[src/rtl/ddcs_pkg.sv]
// Package: shared types, codes and constants of the differential drive command sequencer.
`timescale 1ns / 1ps
package ddcs_pkg;

  localparam int CFG_IDX_W  = 3;
  localparam int CFG_DATA_W = 13;
  localparam int SPEED_W    = 13;
  localparam int ANGLE_W    = 13;
  localparam int CODE_W     = 4;
  localparam int TIME_W     = 11;
  localparam int WIDE_W     = 20;

  localparam logic [CFG_IDX_W-1:0] REG_BASE_SPEED  = 3'd0;
  localparam logic [CFG_IDX_W-1:0] REG_STEER_GAIN  = 3'd1;
  localparam logic [CFG_IDX_W-1:0] REG_ANGLE_LIMIT = 3'd2;
  localparam logic [CFG_IDX_W-1:0] REG_WHEEL_MIN   = 3'd3;
  localparam logic [CFG_IDX_W-1:0] REG_WHEEL_MAX   = 3'd4;
  localparam logic [CFG_IDX_W-1:0] REG_SIDE_BIAS   = 3'd5;

  localparam logic [11:0]        RST_BASE_SPEED  = 12'd480;
  localparam logic [11:0]        RST_STEER_GAIN  = 12'd256;
  localparam logic [11:0]        RST_ANGLE_LIMIT = 12'd720;
  localparam logic signed [12:0] RST_WHEEL_MIN   = -13'sd1600;
  localparam logic [11:0]        RST_WHEEL_MAX   = 12'd1600;
  localparam logic [9:0]         RST_SIDE_BIAS   = 10'd80;

  localparam logic [TIME_W-1:0] TIME_MAX      = 11'd2047;
  localparam logic [TIME_W-1:0] PARK_BACK_MS  = 11'd2000;
  localparam logic [TIME_W-1:0] PARK_TURN_MS  = 11'd1000;
  localparam logic [TIME_W-1:0] PARK_FWD_MS   = 11'd500;
  localparam logic [TIME_W-1:0] EVADE_MS      = 11'd500;

  localparam logic signed [SPEED_W-1:0] SPD_ZERO   = 13'sd0;
  localparam logic signed [SPEED_W-1:0] SPD_REV_HI = -13'sd320;
  localparam logic signed [SPEED_W-1:0] SPD_REV_LO = -13'sd160;
  localparam logic signed [SPEED_W-1:0] SPD_FWD_MD = 13'sd240;
  localparam logic signed [SPEED_W-1:0] SPD_FWD_HI = 13'sd320;
  localparam logic signed [SPEED_W-1:0] SPD_FWD_LO = 13'sd80;

  localparam logic [7:0] SCALE_NOLANE_Q8 = 8'd205;

  typedef enum logic {
    ACT_CLASS = 1'b0,
    ACT_TICK  = 1'b1
  } action_t;

  typedef enum logic [CODE_W-1:0] {
    CMD_START      = 4'd0,
    CMD_STOP       = 4'd1,
    CMD_NORMAL     = 4'd2,
    CMD_KEEP       = 4'd3,
    CMD_NO_LANE    = 4'd4,
    CMD_PARK       = 4'd5,
    CMD_HUMAN      = 4'd6,
    CMD_OBSTACLE   = 4'd7,
    CMD_CROSSWALK  = 4'd8,
    CMD_BIAS_LEFT  = 4'd9,
    CMD_BIAS_RIGHT = 4'd10
  } cmd_t;

  typedef enum logic [2:0] {
    RT_IDLE   = 3'd0,
    RT_PARK1  = 3'd1,
    RT_PARK2  = 3'd2,
    RT_PARK3  = 3'd3,
    RT_EVADE1 = 3'd4,
    RT_EVADE2 = 3'd5
  } routine_t;

  typedef enum logic [1:0] {
    SCL_FULL   = 2'd0,
    SCL_NOLANE = 2'd1,
    SCL_HALF   = 2'd2
  } scale_t;

  typedef enum logic [1:0] {
    BIAS_NONE  = 2'd0,
    BIAS_LEFT  = 2'd1,
    BIAS_RIGHT = 2'd2
  } bias_t;

  typedef struct packed {
    logic [11:0]        base_speed;
    logic [11:0]        steer_gain;
    logic [11:0]        angle_limit;
    logic signed [12:0] wheel_min;
    logic [11:0]        wheel_max;
    logic [9:0]         side_bias;
  } cfg_t;

  typedef struct packed {
    logic                       emit;
    logic                       steer;
    logic                       zero_angle;
    scale_t                     scale;
    bias_t                      bias;
    logic signed [SPEED_W-1:0]  fix_left;
    logic signed [SPEED_W-1:0]  fix_right;
  } drive_req_t;

endpackage

[src/rtl/ddcs_if.sv]
// Interfaces: command input channel and wheel goal result channel.
`timescale 1ns / 1ps
interface ddcs_in_if;
  logic               valid;
  logic               ready;
  logic               action;
  logic [3:0]         class_code;
  logic signed [12:0] angle;

  modport source (output valid, action, class_code, angle, input ready);
  modport sink   (input valid, action, class_code, angle, output ready);
endinterface

interface ddcs_out_if;
  logic               valid;
  logic               ready;
  logic signed [12:0] left_speed;
  logic signed [12:0] right_speed;

  modport source (output valid, left_speed, right_speed, input ready);
  modport sink   (input valid, left_speed, right_speed, output ready);
endinterface

[src/rtl/ddcs_cfg.sv]
// Configuration register file with write-only port.
`timescale 1ns / 1ps
module ddcs_cfg (
  input  logic                                   clk,
  input  logic                                   rst_n,
  input  logic                                   cfg_we,
  input  logic [ddcs_pkg::CFG_IDX_W-1:0]         cfg_index,
  input  logic [ddcs_pkg::CFG_DATA_W-1:0]        cfg_data,
  output ddcs_pkg::cfg_t                         cfg
);
  import ddcs_pkg::*;

  cfg_t cfg_r;
  cfg_t cfg_nxt;

  always_comb begin
    cfg_nxt = cfg_r;
    if (cfg_we) begin
      unique case (cfg_index)
        REG_BASE_SPEED:  cfg_nxt.base_speed  = cfg_data[11:0];
        REG_STEER_GAIN:  cfg_nxt.steer_gain  = cfg_data[11:0];
        REG_ANGLE_LIMIT: cfg_nxt.angle_limit = cfg_data[11:0];
        REG_WHEEL_MIN:   cfg_nxt.wheel_min   = $signed(cfg_data[12:0]);
        REG_WHEEL_MAX:   cfg_nxt.wheel_max   = cfg_data[11:0];
        REG_SIDE_BIAS:   cfg_nxt.side_bias   = cfg_data[9:0];
        default: ;
      endcase
    end
  end

  always_ff @(posedge clk) begin
    if (!rst_n) begin
      cfg_r.base_speed  <= RST_BASE_SPEED;
      cfg_r.steer_gain  <= RST_STEER_GAIN;
      cfg_r.angle_limit <= RST_ANGLE_LIMIT;
      cfg_r.wheel_min   <= RST_WHEEL_MIN;
      cfg_r.wheel_max   <= RST_WHEEL_MAX;
      cfg_r.side_bias   <= RST_SIDE_BIAS;
    end else begin
      cfg_r <= cfg_nxt;
    end
  end

  assign cfg = cfg_r;

endmodule

[src/rtl/ddcs_ctrl.sv]
// Command decoder with enable flag, timed routine state and step timer.
`timescale 1ns / 1ps
module ddcs_ctrl (
  input  logic                             clk,
  input  logic                             rst_n,
  input  logic                             fire,
  input  logic                             action,
  input  logic [ddcs_pkg::CODE_W-1:0]      class_code,
  output ddcs_pkg::drive_req_t             req
);
  import ddcs_pkg::*;

  logic              drive_on_r, drive_on_nxt;
  routine_t          step_r, step_nxt;
  logic [TIME_W-1:0] time_r, time_nxt;
  logic [TIME_W-1:0] time_inc;
  logic              step_idle;

  assign time_inc  = (time_r < TIME_MAX) ? time_r + 11'd1 : time_r;
  assign step_idle = (step_r == RT_IDLE);

  always_comb begin
    drive_on_nxt = drive_on_r;
    step_nxt     = step_r;
    time_nxt     = time_r;
    req          = '0;
    req.scale    = SCL_FULL;
    req.bias     = BIAS_NONE;
    if (action == ACT_TICK) begin
      req.emit = 1'b1;
      time_nxt = time_inc;
      unique case (step_r)
        RT_PARK1: begin
          req.fix_left  = SPD_REV_HI;
          req.fix_right = SPD_REV_LO;
          if (time_inc >= PARK_BACK_MS) begin
            step_nxt = RT_PARK2;
            time_nxt = '0;
          end
        end
        RT_PARK2: begin
          req.fix_left  = SPD_REV_HI;
          req.fix_right = SPD_REV_HI;
          if (time_inc >= PARK_TURN_MS) begin
            step_nxt = RT_PARK3;
            time_nxt = '0;
          end
        end
        RT_PARK3: begin
          if (time_inc >= PARK_FWD_MS) begin
            req.fix_left  = SPD_ZERO;
            req.fix_right = SPD_ZERO;
            step_nxt      = RT_IDLE;
            time_nxt      = '0;
          end else begin
            req.fix_left  = SPD_FWD_MD;
            req.fix_right = SPD_FWD_MD;
          end
        end
        RT_EVADE1: begin
          req.fix_left  = SPD_FWD_HI;
          req.fix_right = SPD_FWD_LO;
          if (time_inc >= EVADE_MS) begin
            step_nxt = RT_EVADE2;
            time_nxt = '0;
          end
        end
        RT_EVADE2: begin
          req.fix_left  = SPD_FWD_LO;
          req.fix_right = SPD_FWD_HI;
          if (time_inc >= EVADE_MS) begin
            step_nxt = RT_IDLE;
            time_nxt = '0;
          end
        end
        default: begin
          req.emit = 1'b0;
          time_nxt = time_r;
        end
      endcase
    end else begin
      priority if (class_code == CMD_START) begin
        drive_on_nxt = 1'b1;
        step_nxt     = RT_IDLE;
        time_nxt     = '0;
        req.emit     = 1'b1;
        req.steer    = 1'b1;
      end else if (class_code == CMD_STOP) begin
        drive_on_nxt = 1'b0;
        step_nxt     = RT_IDLE;
        time_nxt     = '0;
        req.emit     = 1'b1;
      end else if (drive_on_r) begin
        unique case (cmd_t'(class_code))
          CMD_NORMAL: begin
            req.emit  = step_idle;
            req.steer = 1'b1;
          end
          CMD_NO_LANE: begin
            req.emit       = step_idle;
            req.steer      = 1'b1;
            req.zero_angle = 1'b1;
            req.scale      = SCL_NOLANE;
          end
          CMD_PARK: begin
            step_nxt = RT_PARK1;
            time_nxt = '0;
          end
          CMD_HUMAN: begin
            step_nxt = RT_IDLE;
            time_nxt = '0;
            req.emit = 1'b1;
          end
          CMD_OBSTACLE: begin
            step_nxt = RT_EVADE1;
            time_nxt = '0;
          end
          CMD_CROSSWALK: begin
            req.emit  = step_idle;
            req.steer = 1'b1;
            req.scale = SCL_HALF;
          end
          CMD_BIAS_LEFT: begin
            req.emit  = step_idle;
            req.steer = 1'b1;
            req.bias  = BIAS_LEFT;
          end
          CMD_BIAS_RIGHT: begin
            req.emit  = step_idle;
            req.steer = 1'b1;
            req.bias  = BIAS_RIGHT;
          end
          default: ;
        endcase
      end else begin
        req.emit = 1'b0;
      end
    end
  end

  always_ff @(posedge clk) begin
    if (!rst_n) begin
      drive_on_r <= 1'b0;
      step_r     <= RT_IDLE;
      time_r     <= '0;
    end else if (fire) begin
      drive_on_r <= drive_on_nxt;
      step_r     <= step_nxt;
      time_r     <= time_nxt;
    end
  end

endmodule

[src/rtl/ddcs_steer.sv]
// Wheel goal datapath: angle clamp, gain multiply, base scaling, bias and speed clamp.
`timescale 1ns / 1ps
module ddcs_steer (
  input  ddcs_pkg::cfg_t                          cfg,
  input  ddcs_pkg::drive_req_t                    req,
  input  logic signed [ddcs_pkg::ANGLE_W-1:0]     angle,
  output logic signed [ddcs_pkg::SPEED_W-1:0]     left_speed,
  output logic signed [ddcs_pkg::SPEED_W-1:0]     right_speed
);
  import ddcs_pkg::*;

  logic signed [ANGLE_W-1:0] lim_pos, lim_neg, ang_c;
  logic signed [ANGLE_W-1:0] gain_s;
  logic signed [25:0]        prod, prod_rnd;
  logic signed [18:0]        diff;
  logic signed [18:0]        bias_s;
  logic [19:0]               nolane_prod;
  logic [12:0]               half_sum;
  logic [12:0]               base;
  logic signed [WIDE_W-1:0]  base_w, diff_w, left_raw, right_raw;
  logic signed [WIDE_W-1:0]  wmin_w, wmax_w;

  assign lim_pos = $signed({1'b0, cfg.angle_limit});
  assign lim_neg = -lim_pos;

  always_comb begin
    if (req.zero_angle)        ang_c = '0;
    else if (angle < lim_neg)  ang_c = lim_neg;
    else if (angle > lim_pos)  ang_c = lim_pos;
    else                       ang_c = angle;
  end

  assign gain_s   = $signed({1'b0, cfg.steer_gain});
  assign prod     = ang_c * gain_s;
  assign prod_rnd = prod + 26'sd128;

  always_comb begin
    unique case (req.bias)
      BIAS_LEFT:  bias_s = $signed({9'd0, cfg.side_bias});
      BIAS_RIGHT: bias_s = -$signed({9'd0, cfg.side_bias});
      default:    bias_s = '0;
    endcase
  end

  assign diff = $signed(prod_rnd[25:8]) + bias_s;

  assign nolane_prod = {8'd0, cfg.base_speed} * {12'd0, SCALE_NOLANE_Q8} + 20'd128;
  assign half_sum    = {1'b0, cfg.base_speed} + 13'd1;

  always_comb begin
    unique case (req.scale)
      SCL_NOLANE: base = {1'b0, nolane_prod[19:8]};
      SCL_HALF:   base = {1'b0, half_sum[12:1]};
      default:    base = {1'b0, cfg.base_speed};
    endcase
  end

  assign base_w = $signed({7'd0, base});
  assign diff_w = WIDE_W'(diff);

  always_comb begin
    if (req.steer) begin
      left_raw  = base_w + diff_w;
      right_raw = base_w - diff_w;
    end else begin
      left_raw  = WIDE_W'(req.fix_left);
      right_raw = WIDE_W'(req.fix_right);
    end
  end

  assign wmin_w = WIDE_W'(cfg.wheel_min);
  assign wmax_w = $signed({8'd0, cfg.wheel_max});

  always_comb begin
    if (left_raw < wmin_w)       left_speed = cfg.wheel_min;
    else if (left_raw > wmax_w)  left_speed = $signed({1'b0, cfg.wheel_max});
    else                         left_speed = left_raw[SPEED_W-1:0];
    if (right_raw < wmin_w)      right_speed = cfg.wheel_min;
    else if (right_raw > wmax_w) right_speed = $signed({1'b0, cfg.wheel_max});
    else                         right_speed = right_raw[SPEED_W-1:0];
  end

endmodule

[src/rtl/differential_drive_command_sequencer.sv]
// Top level: input register, command control, wheel goal datapath and result register.
//
//  channel   dir  handshake            payload
//  in_ch     in   valid/ready          action, class_code, angle
//  out_ch    out  valid/ready          left_speed, right_speed
//  cfg_*     in   cfg_we (no stall)    cfg_index, cfg_data
//
//  One transaction per cycle sustained while out_ch is ready, through input and result registers.
//  The rate is set by the single pass from input register through the gain multiplier
//  and speed clamp into the result register.
//  Reset clears both stage valids, the enable flag, the routine step and the step timer.
//  A stalled result holds the input register; in_ch.ready follows out_ch.ready combinationally.
//  Transactions that give no result leave without occupying the result register.
`timescale 1ns / 1ps
module differential_drive_command_sequencer (
  input  logic                                clk,
  input  logic                                rst_n,
  ddcs_in_if.sink                             in_ch,
  ddcs_out_if.source                          out_ch,
  input  logic                                cfg_we,
  input  logic [ddcs_pkg::CFG_IDX_W-1:0]      cfg_index,
  input  logic [ddcs_pkg::CFG_DATA_W-1:0]     cfg_data
);
  import ddcs_pkg::*;

  cfg_t                      cfg;
  drive_req_t                req;
  logic                      s1_valid_r;
  logic                      s1_action_r;
  logic [CODE_W-1:0]         s1_code_r;
  logic signed [ANGLE_W-1:0] s1_angle_r;
  logic                      out_valid_r;
  logic signed [SPEED_W-1:0] out_left_r, out_right_r;
  logic signed [SPEED_W-1:0] left_nxt, right_nxt;
  logic                      advance, fire, in_fire;

  assign advance = !out_valid_r || out_ch.ready;
  assign fire    = s1_valid_r && advance;
  assign in_ch.ready = !s1_valid_r || advance;
  assign in_fire = in_ch.valid && in_ch.ready;

  ddcs_cfg u_cfg (
    .clk       (clk),
    .rst_n     (rst_n),
    .cfg_we    (cfg_we),
    .cfg_index (cfg_index),
    .cfg_data  (cfg_data),
    .cfg       (cfg)
  );

  ddcs_ctrl u_ctrl (
    .clk        (clk),
    .rst_n      (rst_n),
    .fire       (fire),
    .action     (s1_action_r),
    .class_code (s1_code_r),
    .req        (req)
  );

  ddcs_steer u_steer (
    .cfg         (cfg),
    .req         (req),
    .angle       (s1_angle_r),
    .left_speed  (left_nxt),
    .right_speed (right_nxt)
  );

  always_ff @(posedge clk) begin
    if (!rst_n) begin
      s1_valid_r <= 1'b0;
    end else if (in_ch.ready) begin
      s1_valid_r <= in_ch.valid;
    end
  end

  always_ff @(posedge clk) begin
    if (in_fire) begin
      s1_action_r <= in_ch.action;
      s1_code_r   <= in_ch.class_code;
      s1_angle_r  <= in_ch.angle;
    end
  end

  always_ff @(posedge clk) begin
    if (!rst_n) begin
      out_valid_r <= 1'b0;
    end else if (advance) begin
      out_valid_r <= fire && req.emit;
    end
  end

  always_ff @(posedge clk) begin
    if (fire && req.emit) begin
      out_left_r  <= left_nxt;
      out_right_r <= right_nxt;
    end
  end

  assign out_ch.valid       = out_valid_r;
  assign out_ch.left_speed  = out_left_r;
  assign out_ch.right_speed = out_right_r;

endmodule

[src/flat_wrapper.sv]
// flat-port wrapper written by rule: the top's interface ports become plain ports
module differential_drive_command_sequencer_flat import ddcs_pkg::*;
  (clk, rst_n, cfg_we, cfg_index, cfg_data, in_ch_valid, in_ch_action, in_ch_class_code, in_ch_angle, in_ch_ready, out_ch_valid, out_ch_left_speed, out_ch_right_speed, out_ch_ready);
  ddcs_in_if in_ch_i ();
  ddcs_out_if out_ch_i ();
  input  logic clk;
  input  logic rst_n;
  input  logic cfg_we;
  input  logic [ddcs_pkg::CFG_IDX_W-1:0] cfg_index;
  input  logic [ddcs_pkg::CFG_DATA_W-1:0] cfg_data;
  input wire logic [$bits(in_ch_i.valid)-1:0] in_ch_valid;
  input wire logic [$bits(in_ch_i.action)-1:0] in_ch_action;
  input wire logic [$bits(in_ch_i.class_code)-1:0] in_ch_class_code;
  input wire logic [$bits(in_ch_i.angle)-1:0] in_ch_angle;
  output wire logic [$bits(in_ch_i.ready)-1:0] in_ch_ready;
  output wire logic [$bits(out_ch_i.valid)-1:0] out_ch_valid;
  output wire logic [$bits(out_ch_i.left_speed)-1:0] out_ch_left_speed;
  output wire logic [$bits(out_ch_i.right_speed)-1:0] out_ch_right_speed;
  input wire logic [$bits(out_ch_i.ready)-1:0] out_ch_ready;
  assign in_ch_i.valid = in_ch_valid;
  assign in_ch_i.action = in_ch_action;
  assign in_ch_i.class_code = in_ch_class_code;
  assign in_ch_i.angle = in_ch_angle;
  assign in_ch_ready = in_ch_i.ready;
  assign out_ch_valid = out_ch_i.valid;
  assign out_ch_left_speed = out_ch_i.left_speed;
  assign out_ch_right_speed = out_ch_i.right_speed;
  assign out_ch_i.ready = out_ch_ready;
  differential_drive_command_sequencer u_core (.clk(clk), .rst_n(rst_n), .in_ch(in_ch_i), .out_ch(out_ch_i), .cfg_we(cfg_we), .cfg_index(cfg_index), .cfg_data(cfg_data));
endmodule
[config.mk]
export PLATFORM = sky130hd
export DESIGN_NAME = differential_drive_command_sequencer_flat
export DESIGN_NICKNAME = d
export VERILOG_FILES = /design/src/rtl/ddcs_pkg.sv /design/src/rtl/ddcs_if.sv /design/src/rtl/ddcs_cfg.sv /design/src/rtl/ddcs_ctrl.sv /design/src/rtl/ddcs_steer.sv /design/src/rtl/differential_drive_command_sequencer.sv /design/src/flat_wrapper.sv
export SDC_FILE = /design/constraint.sdc
export NUM_CORES = 1
export LEC_CHECK = 0
export ABC_AREA = 1
export BUFFER_PORTS_ARGS = -buffer_cell sky130_fd_sc_hd__buf_2
export CAP_MARGIN = 0
export CORE_MARGIN = 2
export CORE_UTILIZATION = 50
export DETAILED_ROUTE_END_ITERATION = 7
export GPL_TIMING_DRIVEN = 1
export PLACE_DENSITY = 0.66
export SYNTH_ARGS = -nofsm -noshare
export SYNTH_HDL_FRONTEND = slang
export SYNTH_SLANG_ARGS = --single-unit
[constraint.sdc]
create_clock -name clk -period 18.3 [get_ports clk]
set_clock_uncertainty 0.05 [all_clocks]
set_input_delay 2.745 -clock clk [delete_from_list [all_inputs] [get_ports clk]]
set_output_delay 2.745 -clock clk [all_outputs]
set_load 0.02 [all_outputs]
==> flow_metrics.tcl <==
set metrics [dict create \
    peakVddDrop_mv 0.07898 \
    cp_top_family "simple AND/OR/NAND/NOR gates" \
    ys_ff_latch 132 \
    path_class "reg2reg" \
    maxCapViolCount 0 \
    register_area_mm2 0.003083 \
    detail-route-antenna-nets 0 \
    internal_power_w 0.0009760 \
    vias 16910 \
    post_cts_buffers 0 \
    syn_nets 3073 \
    setup_viol 0 \
    p_sw_share_pct 51.44 \
    cp-start-kind "register" \
    grt_overflow 0 \
    syn_inst 2597 \
    cts_root_buffer "clkbuf_16" \
    pwr-share-comb_pct 66.2 \
    ys_types 62 \
    cpMaxStageDelayCell "fa_1" \
    hold_buffers 0 \
    finalHoldViolations 0 \
    cts_tree "built" \
    dieArea_mm2 0.04016 \
    htreeDepth 4 \
    ys.flop_type "dfxtp_1" \
    nNetsFinal 3097 \
    critPathRequiredTime_ps 18460 \
    power.switching_w 0.001034 \
    grt_max_degree 70 \
    clockBufferDepth 2 \
    tns_ps 0 \
    netlist.area_leader.share_pct 18.06 \
    antenna_found_initial 1 \
    p_per_area_mw_per_mm2 97.75 \
    numCtsBuffers 17 \
    gp_congestion 0.9362 \
    clkLatencyLatePin_ps 460 \
    dieWidth_um 200.4 \
    rows 71 \
    p_leak_nw 10.61 \
    cp-end-kind "register" \
    slowest_delay_ps 510 \
    synth_top_cell_by_area "fa_1" \
    worstPathArrival_ps 14410 \
    crit_path_frequent_cell "nand2_1" \
    cp_max_fo 15 \
    die_h_um 200.4 \
    clock-sinks 132 \
    rsz0062_at_grt "no" \
    routed_wirelength_um 53930 \
    dp_hpwl_um 44900 \
    period_minus_slack_ps 14250 \
    netlist_area_mm2 0.01929 \
    grt_pass1_vias 17090 \
    grtUsageTotal_pct 27.44 \
    relSlewSlack_pct 33.93 \
    hp-class "reg2reg" \
    cts.clk_slew.worst_paths_ps 70 \
    synthTopCellsByArea "fa_1 (18%), ha_1 (17%), nand2_1 (9.7%)" \
    period_share_pct 77.88 \
    path_buf_inv 14 \
    drive_gt1_share_pct 6.758 \
    multi_input_area_mm2 0.01405 \
    grt_pass1_wl_um 87780 \
    tightest_slew_ps 989.9 \
    first_pass_iters 5 \
    wl_per_cell_um 17.14 \
    fill_cells 3727 \
    yosysWarningCount 0 \
    pwr-share-clk_pct 17.3 \
    totalPowerFinal_w 0.002010 \
    synth.avg_cell_area_um2 7.427 \
    initial_utilization_pct 50.97 \
    drt-initial-drc-count 1286 \
    run_status "finished clean" \
    ys_seq_area_share_pct 15.98 \
    pin_count 67 \
    maxSlewViolCount 0 \
    cts_resized 0 \
    pwr-share-seq_pct 16.5 \
    syn_to_final_growth_pct 6.610 \
    drcViolationCount 0 \
    synth_edf_count 44 \
    viasPerCell 5.374 \
    io_buffers 66 \
    fmax_ghz 0.07016 \
    core_area_mm2 0.03784 \
    synth-async-reset-ratio_pct 0 \
]
==> metal layers <==
| layer | global-route usage, % | vias up | wire (um) |
|---|---|---|---|
| met5 | 0 | - | 0 |
| met4 | 11.27 | 0 | 2116 |
| met3 | 3.856 | 112 | 2437 |
| met2 | 48.35 | 464 | 26190 |
| met1 | 33.71 | 7970 | 23180 |
| li1 | - | 8360 | - |
==> worst register-to-register path: cells and delay by family (launching register included) <==
kind	cells	cell delay (ps)
buffers and inverters	14	1730
XOR/XNOR	2	350
AND/OR/NAND/NOR	33	4780
adder cells (fa/ha/maj)	12	4550
flip-flops	1	330
AO/OA/AOI/OAI	14	2220
==> flip-flops by register name, indices dropped and copies added (netlist names) <==
| signal | flops |
|---|---|
| u_core.u_cfg.cfg | 71 |
| u_core.s1_valid_r | 1 |
| u_core.out_ch.right_speed | 13 |
| u_core.out_ch.left_speed | 13 |
| u_core.u_ctrl.time_r | 11 |
| u_core.s1_code_r | 4 |
| u_core.u_ctrl.drive_on_r | 1 |
| u_core.s1_angle_r | 13 |
| u_core.out_ch.valid | 1 |
| u_core.s1_action_r | 1 |
| u_core.u_ctrl.step_r | 3 |
==> logic make-up after synthesis <==
group,Yosys count,share of synthesized area (%)
flops,132,15.98
xor+xnor,83,3.983
buf+inv,558,11.19
compound gates,428,12.46
fa+ha+maj,437,35.12
simple gates,959,21.26
==> cells in the final DEF (no fill, tap or decap), types with 9 or more instances in the layout <==
cell type  count
nand4_1       23
edfxtp_1      44
clkbuf_16     17
a211oi_1      10
inv_1        485
nand3_2        9
o211ai_1      23
a21oi_1      206
a31oi_1       17
or2_2         15
nand2_1      496
nand2_2       22
dfxtp_1       88
nand3_1      114
fa_1         174
xnor2_1       18
xor2_1        61
buf_2         66
nor3_1        25
o21ai_0      117
nor2_1       233
ha_1         263
==> layout make-up <==
type,count,area share (%)
sequential,132,14.99
clock inverter,15,0.7545
tap,511,3.109
antenna,1,0.01217
inverter,493,9.000
clock buffer,17,2.069
multi-input combinational,1907,68.31
timing repair buffer,70,1.752
==> cells in the mapped netlist (4+ instances only) <==
| cell type | number |
|---|---|
| o21ai_0 | 117 |
| a31oi_1 | 17 |
| o211ai_1 | 23 |
| o21bai_1 | 6 |
| xnor2_1 | 18 |
| or2_2 | 15 |
| o31ai_1 | 6 |
| a21o_1 | 6 |
| edfxtp_1 | 44 |
| a211oi_1 | 10 |
| a21oi_1 | 206 |
| fa_1 | 174 |
| nand3_1 | 114 |
| nand3_2 | 9 |
| o21a_1 | 4 |
| ha_1 | 263 |
| clkbuf_1 | 44 |
| xor2_1 | 61 |
| nand2_4 | 6 |
| inv_2 | 5 |
| nand4_1 | 23 |
| nand2_2 | 22 |
| nor2_1 | 233 |
| nor3_1 | 25 |
| dfxtp_1 | 88 |
| inv_1 | 485 |
| a21boi_0 | 6 |
| nand2_1 | 496 |
| buf_2 | 8 |
| o21ai_1 | 5 |
==> final timing paths <==
kind | startpoint | end | slack (ps) | depth (start not counted)
max | u_core.u_cfg.cfg[35] | u_core.out_ch.left_speed[2] | 4050 | 75
min reg2reg | u_core.u_ctrl.time_r[6] | u_core.u_ctrl.time_r[6] | 420 | 2
min | u_core.u_ctrl.time_r[6] | u_core.u_ctrl.time_r[6] | 420 | 2
max reg2reg | u_core.u_cfg.cfg[35] | u_core.out_ch.left_speed[2] | 4050 | 75
==> per-stage QoR <==
step                setup slack, ps  cell area [um^2]  hold slack, ps  util (%)  instances
floorplan                      6038             19290           395.3         -       2597
global placement               4468             19980           408.1     52.79       3113
detailed placement             4254             19980           416.1     52.79       3113
CTS                            4218             20560           426.5     54.33       3145
global route                   2799             20560           454.4     54.33       3145
finish                         4047             20560           421.2     54.33       3146
==> power groups by stage <==
stage / clock network (W) / logic [W] / registers, W
2_1_floorplan: 0 / 0.00104 / 0.000336
6_report: 0.000348 / 0.00133 / 0.000331
3_3_place_gp: 0 / 0.00130 / 0.000337
5_1_grt: 0.000364 / 0.00151 / 0.000332
3_5_place_dp: 0 / 0.00131 / 0.000337
4_1_cts: 0.000354 / 0.00132 / 0.000331
(Power assumes the default switching activity.)
